File: config.mk
export PLATFORM = sky130hd
export DESIGN_NAME = csu_ctrl
export DESIGN_NICKNAME = d
export VERILOG_FILES = /design/src/rtl/csu_pkg.sv /design/src/rtl/csu_ctrl.sv
export SDC_FILE = /design/constraint.sdc
export NUM_CORES = 1
export LEC_CHECK = 0
export BUFFER_PORTS_ARGS = -buffer_cell sky130_fd_sc_hd__clkbuf_2
export CORE_MARGIN = 2
export CORE_UTILIZATION = 40
export DETAILED_ROUTE_END_ITERATION = 6
export HOLD_SLACK_MARGIN = 0.15
export PLACE_DENSITY_LB_ADDON = 0.12
export RECOVER_POWER = 100
export SLEW_MARGIN = 15
export SYNTH_ARGS = -nofsm -noshare
export SYNTH_HDL_FRONTEND = slang
export SYNTH_SLANG_ARGS = --single-unit
File: constraint.sdc
create_clock -name i_clk -period 4.4 [get_ports i_clk]
set_input_delay 0.88 -clock i_clk [delete_from_list [all_inputs] [get_ports i_clk]]
set_output_delay 0.88 -clock i_clk [all_outputs]
set_load 0.005 [all_outputs]
File: src/rtl/csu_pkg.sv
// Shared types and constants for the cosine similarity unit.
`timescale 1ns / 1ps
package csu_pkg;
    localparam int ElemW = 8;
    localparam int SimW  = 16;
    localparam int RBits = 16;                 // magnitude bits resolved by the search
    localparam int CntW  = 5;

    // Controller to datapath commands
    typedef struct packed {
        logic start;      // latch the finished sums, begin the search
        logic bit_step;   // multiply stage: square the trial value
        logic lo_step;    // multiply the trial square into the low half of na*nb
        logic hi_step;    // add in the high half of na*nb
        logic cmp_step;   // compare stage: decide one result bit
        logic finish;     // form the result
    } t_dp_cmd;

    // Datapath to controller status
    typedef struct packed {
        logic zero;       // either norm was zero
    } t_dp_stat;
endpackage

File: src/rtl/csu_ctrl.sv
// Sequencer for the result search of the cosine similarity unit.
`timescale 1ns / 1ps
module csu_ctrl (
    input  logic                      i_clk,
    input  logic                      i_rst_n,
    input  logic                      i_last_acc,
    input  logic                      i_out_taken,
    output csu_pkg::t_dp_cmd          o_cmd,
    output logic [csu_pkg::CntW-1:0]  o_bit,
    output logic                      o_busy,
    output logic                      o_out_valid
);
    localparam logic [2:0] S_IDLE = 3'd0, S_PREP = 3'd1, S_MUL = 3'd2,
                           S_CMP = 3'd3, S_FIN = 3'd4, S_OUT = 3'd5,
                           S_MLO = 3'd6, S_MHI = 3'd7;
    logic [2:0] r_state, n_state;
    logic [csu_pkg::CntW-1:0] r_bit, n_bit;

    always_comb begin
        n_state = r_state;
        n_bit = r_bit;
        o_cmd = '0;
        o_cmd.start = i_last_acc;
        unique case (r_state)
            S_IDLE: if (i_last_acc) n_state = S_PREP;
            S_PREP: begin n_state = S_MUL; n_bit = '0; end
            S_MUL: begin o_cmd.bit_step = 1'b1; n_state = S_MLO; end
            S_MLO: begin o_cmd.lo_step = 1'b1; n_state = S_MHI; end
            S_MHI: begin o_cmd.hi_step = 1'b1; n_state = S_CMP; end
            S_CMP: begin
                o_cmd.cmp_step = 1'b1;
                if (int'(r_bit) == csu_pkg::RBits - 1) n_state = S_FIN;
                else begin n_bit = r_bit + 1'b1; n_state = S_MUL; end
            end
            S_FIN: begin o_cmd.finish = 1'b1; n_state = S_OUT; end
            S_OUT: if (i_out_taken) n_state = S_IDLE;
            default: n_state = S_IDLE;
        endcase
    end

    always_ff @(posedge i_clk) begin
        if (!i_rst_n) begin
            r_state <= S_IDLE; r_bit <= '0;
        end else begin
            r_state <= n_state; r_bit <= n_bit;
        end
    end

    assign o_bit = r_bit;
    assign o_busy = (r_state != S_IDLE);
    assign o_out_valid = (r_state == S_OUT);

    a_bit_range: assert property (@(posedge i_clk) disable iff (!i_rst_n)
        int'(r_bit) < csu_pkg::RBits) else $error("bit index overrun");
    a_fin_then_out: assert property (@(posedge i_clk) disable iff (!i_rst_n)
        o_cmd.finish |=> o_out_valid) else $error("finish without result");
    a_one_cmd: assert property (@(posedge i_clk) disable iff (!i_rst_n)
        $onehot0({o_cmd.bit_step, o_cmd.lo_step, o_cmd.hi_step, o_cmd.cmp_step,
                  o_cmd.finish}))
        else $error("datapath commands overlap");
endmodule

==> impl_metrics.prom <==
# TYPE chip_impl_metric gauge
chip_impl_metric{name="post_synth_instance_area",unit="µm²"} 533
chip_impl_info{name="startpoint",value="r_state[1]$_SDFFE_PN0P_"} 1
chip_impl_metric{name="placed_area",unit="µm²"} 589
chip_impl_info{name="crit_path_end",value="o_cmd[4]"} 1
chip_impl_info{name="mostFrequentLayoutCells",value="clkbuf_2 (12), dfxtp_1 (8), nand2_1 (5), nand3_1 (5), clkbuf_1 (4)"} 1
chip_impl_info{name="layout.cells.most_common",value="clkbuf_2"} 1
chip_impl_metric{name="netSwitchingPower",unit="mW"} 0.0538
chip_impl_metric{name="period_share",unit=""} 0.506
chip_impl_metric{name="clkSlewWorstSetupHoldPaths",unit="ns"} 0.06
chip_impl_metric{name="iter_0_drt_violations",unit=""} 3
chip_impl_metric{name="post_synth_edffs",unit=""} 0
chip_impl_metric{name="boundary_pins",unit=""} 17
chip_impl_metric{name="nFillCells",unit=""} 143
chip_impl_metric{name="cts.sink_count",unit=""} 8
chip_impl_metric{name="layout.nets",unit=""} 84
chip_impl_metric{name="synth.yosys.seq_area_share",unit=""} 0.300
chip_impl_info{name="cts.root.buffer_cell",value="clkbuf_4"} 1
chip_impl_info{name="dr.max_layer_used",value="met3"} 1
chip_impl_info{name="post_synth_main_area_contributors",value="dfxtp_1 (30%), nand2b_4 (5.2%), ha_1 (4.7%)"} 1
chip_impl_info{name="setup.worst_path.start_class",value="flop"} 1
chip_impl_metric{name="final-seq-area",unit="µm²"} 160
chip_impl_metric{name="final_area",unit="µm²"} 599
chip_impl_metric{name="power_switching_share",unit=""} 0.301
chip_impl_metric{name="place.gp.congestion",unit=""} 0.668
chip_impl_metric{name="ys.warnings.count",unit=""} 0
chip_impl_metric{name="post-layout-total-power",unit="mW"} 0.178
chip_impl_metric{name="first_global_vias",unit=""} 382
chip_impl_info{name="cts_tree",value="done"} 1
chip_impl_metric{name="internal-power",unit="mW"} 0.125
chip_impl_metric{name="yosysUniqueCellTypes",unit=""} 31
chip_impl_metric{name="detail_route.wl_per_cell",unit="µm"} 11.8
chip_impl_metric{name="irDropWorstVdd",unit="mV"} 0.159
chip_impl_metric{name="worstRegToRegCells",unit=""} 6
chip_impl_info{name="end_kind",value="output port"} 1
chip_impl_metric{name="rows",unit=""} 13
chip_impl_metric{name="detail_route.vias_per_cell",unit=""} 5.23
chip_impl_metric{name="met3_length",unit="µm"} 71
chip_impl_metric{name="die_h",unit="µm"} 40.5
chip_impl_metric{name="p_leak",unit="nW"} 0.251
chip_impl_metric{name="grt_first_pass_wirelength",unit="mm"} 1.71
chip_impl_metric{name="syn_area_per_cell",unit="µm²"} 8.46
chip_impl_info{name="worst_reg2reg_startpoint",value="o_bit[0]$_SDFFE_PN0P_"} 1
chip_impl_metric{name="clockBufferDepth",unit=""} 2
chip_impl_metric{name="number_of_cells_produced_by_synthesis",unit=""} 63
chip_impl_metric{name="grt.total_usage",unit=""} 0.167
chip_impl_metric{name="tightest_slew",unit="ns"} 0.612
chip_impl_metric{name="design.core.area",unit="mm²"} 0.00127
chip_impl_info{name="outcome",value="completed"} 1
chip_impl_metric{name="relative_contribution_of_combinational_cells_to_total_power",unit=""} 0.170
chip_impl_metric{name="number_of_max_capacitance_violations_reported",unit=""} 0
chip_impl_metric{name="grt_antenna_before_repair",unit=""} 0
chip_impl_metric{name="worst-endpoint-arrival",unit="ns"} 1.35
chip_impl_info{name="path_class",value="flop to output port"} 1
chip_impl_metric{name="detailroute.via_count",unit=""} 476
chip_impl_metric{name="post-cts-setup-buffers",unit=""} 0
chip_impl_metric{name="final_antenna_net_count",unit=""} 0
chip_impl_metric{name="fp.dieArea",unit="mm²"} 0.00164
chip_impl_info{name="rsz0062_at_grt",value="no"} 1
chip_impl_metric{name="finalHoldViolations",unit=""} 0
chip_impl_metric{name="area.growth.synth_to_final",unit="%"} 12.4
chip_impl_metric{name="clock_tree.htree_level_count",unit=""} 1
chip_impl_metric{name="wl",unit="mm"} 1.07
chip_impl_metric{name="fmax",unit="GHz"} 0.449
chip_impl_metric{name="met2_length",unit="µm"} 472
chip_impl_info{name="worst_hold_path_type",value="flop to flop"} 1
chip_impl_metric{name="tritoncts.num_buffers",unit=""} 3
chip_impl_metric{name="grt-ovfl-total",unit=""} 0
chip_impl_metric{name="hold_buffers",unit=""} 0
chip_impl_metric{name="ys_seq_elements",unit=""} 8
chip_impl_metric{name="synth_top_cell_area_share",unit=""} 0.300
chip_impl_metric{name="period_needed",unit="ns"} 2.23
chip_impl_info{name="r2r_end",value="o_bit[2]$_SDFFE_PN0P_"} 1
chip_impl_metric{name="finalMaxSlewViolations",unit=""} 0
chip_impl_metric{name="i_o_buffers",unit=""} 16
chip_impl_metric{name="setup_total_negative_slack",unit="ns"} 0
chip_impl_metric{name="multiInputGateArea",unit="µm²"} 312
chip_impl_metric{name="postSynth.asyncResetShare",unit=""} 0
chip_impl_info{name="synthFlopType",value="dfxtp_1"} 1
chip_impl_metric{name="slew_headroom",unit=""} 0.592
chip_impl_metric{name="crit_path_max_fanout",unit=""} 23
chip_impl_metric{name="reg2reg_setup_slack",unit="ns"} 2.46
chip_impl_metric{name="timing.clock.skew",unit="ns"} 0.00101
chip_impl_metric{name="power_density",unit="mW/mm²"} 298
chip_impl_metric{name="wirelength_met1",unit="µm"} 526
chip_impl_metric{name="drt_first_pass_iters",unit=""} 2
chip_impl_metric{name="insertedDiodeCount",unit=""} 0
chip_impl_metric{name="synth.net_count",unit=""} 69
chip_impl_info{name="synth.largest_area_cell",value="dfxtp_1"} 1
chip_impl_metric{name="power_frac_clock",unit=""} 0.324
chip_impl_metric{name="initial_utilization",unit=""} 0.420
chip_impl_metric{name="seqPwrFrac",unit=""} 0.506
chip_impl_metric{name="share_of_cells_above_drive_strength_1",unit=""} 0.224
chip_impl_metric{name="die_w",unit="µm"} 40.5
chip_impl_metric{name="worst_slack",unit="ns"} 2.17
chip_impl_metric{name="worst_skew_late_latency",unit="ns"} 0.26
chip_impl_metric{name="drc",unit=""} 0
chip_impl_metric{name="cts-resized-gates",unit=""} 0
chip_impl_metric{name="dpl.hpwl",unit="µm"} 742
chip_impl_metric{name="setup_viol_count_final",unit=""} 0
chip_impl_metric{name="critPathRequiredTime",unit="ns"} 3.52
chip_impl_metric{name="placement.setup.worst_slack",unit="ns"} 2.43
chip_impl_metric{name="grt_max_degree",unit=""} 24
-- sequential cells by signal, indices dropped and copies added (netlist names) --
signal / flops
r_state: 3
o_bit: 5
-- through the flow --
step | hold WS [ns] | util | cells
after global routing | 0.553 | 0.472 | 91
after detailed placement | 0.514 | 0.464 | 88
after global placement | 0.502 | 0.464 | 88
after CTS | 0.522 | 0.482 | 91
final | 0.515 | 0.472 | 91
after floorplan | 0.499 | - | 63
-- worst min path at each step --
stage	slack [ns]	startpoint	cells past startpoint	to
floorplan	0.50	o_bit[2]$_SDFFE_PN0P_	2	o_bit[2]$_SDFFE_PN0P_
global placement	0.50	o_bit[1]$_SDFFE_PN0P_	2	o_bit[1]$_SDFFE_PN0P_
detailed placement	0.51	o_bit[1]$_SDFFE_PN0P_	2	o_bit[1]$_SDFFE_PN0P_
CTS	0.52	o_bit[1]$_SDFFE_PN0P_	2	o_bit[1]$_SDFFE_PN0P_
global route	0.55	o_bit[1]$_SDFFE_PN0P_	2	o_bit[1]$_SDFFE_PN0P_
finish	0.51	o_bit[1]$_SDFFE_PN0P_	2	o_bit[1]$_SDFFE_PN0P_
-- critical path, stage by stage, from the launching register on --
cell	delay (ns)
dfxtp_1	0.71
nor3b_1	0.24
clkbuf_2	0.14
-- cells in the mapped netlist, types with 3 or more instances --
library cell	count
dfxtp_1	8
nand2_1	5
nand3_1	5
a31oi_1	3
and3_1	3
inv_1	3
nor2_1	3
nor3b_1	3
-- cells by family (layout without fill, tap and decap cells) --
family / after synthesis / count (layout) / share of synthesized area
AND/OR/NAND/NOR: 33 / 33 / 0.411
flip-flops: 8 / 8 / 0.300
buffers and inverters: 9 / 22 / 0.101
AO/OA/AOI/OAI: 11 / 11 / 0.141
adder cells (fa/ha/maj): 2 / 2 / 0.0469
-- power groups by stage --
stage	sequential, mW	combinational [mW]	clock (mW)
after CTS	0.0901	0.0311	0.0622
after detailed placement	0.0917	0.0308	0
after global routing	0.0926	0.0336	0.0661
after floorplan	0.0817	0.0325	0
final	0.0902	0.0303	0.0578
after global placement	0.0913	0.0309	0
-- layout make-up --
cell class,instances,area share
inverters,3,0.0188
flip-flops and latches,8,0.267
well taps,15,0.0313
clock buffers,3,0.0376
multi-input cells,46,0.520
repair buffers,16,0.125
-- metal layers --
layer	track usage	vias up
li1	-	259
met1	0.205	203
met2	0.242	14
met3	0.100	0
met4	0.0500	0
met5	0	-
No activity file was read; power rests on OpenSTA's default activity.
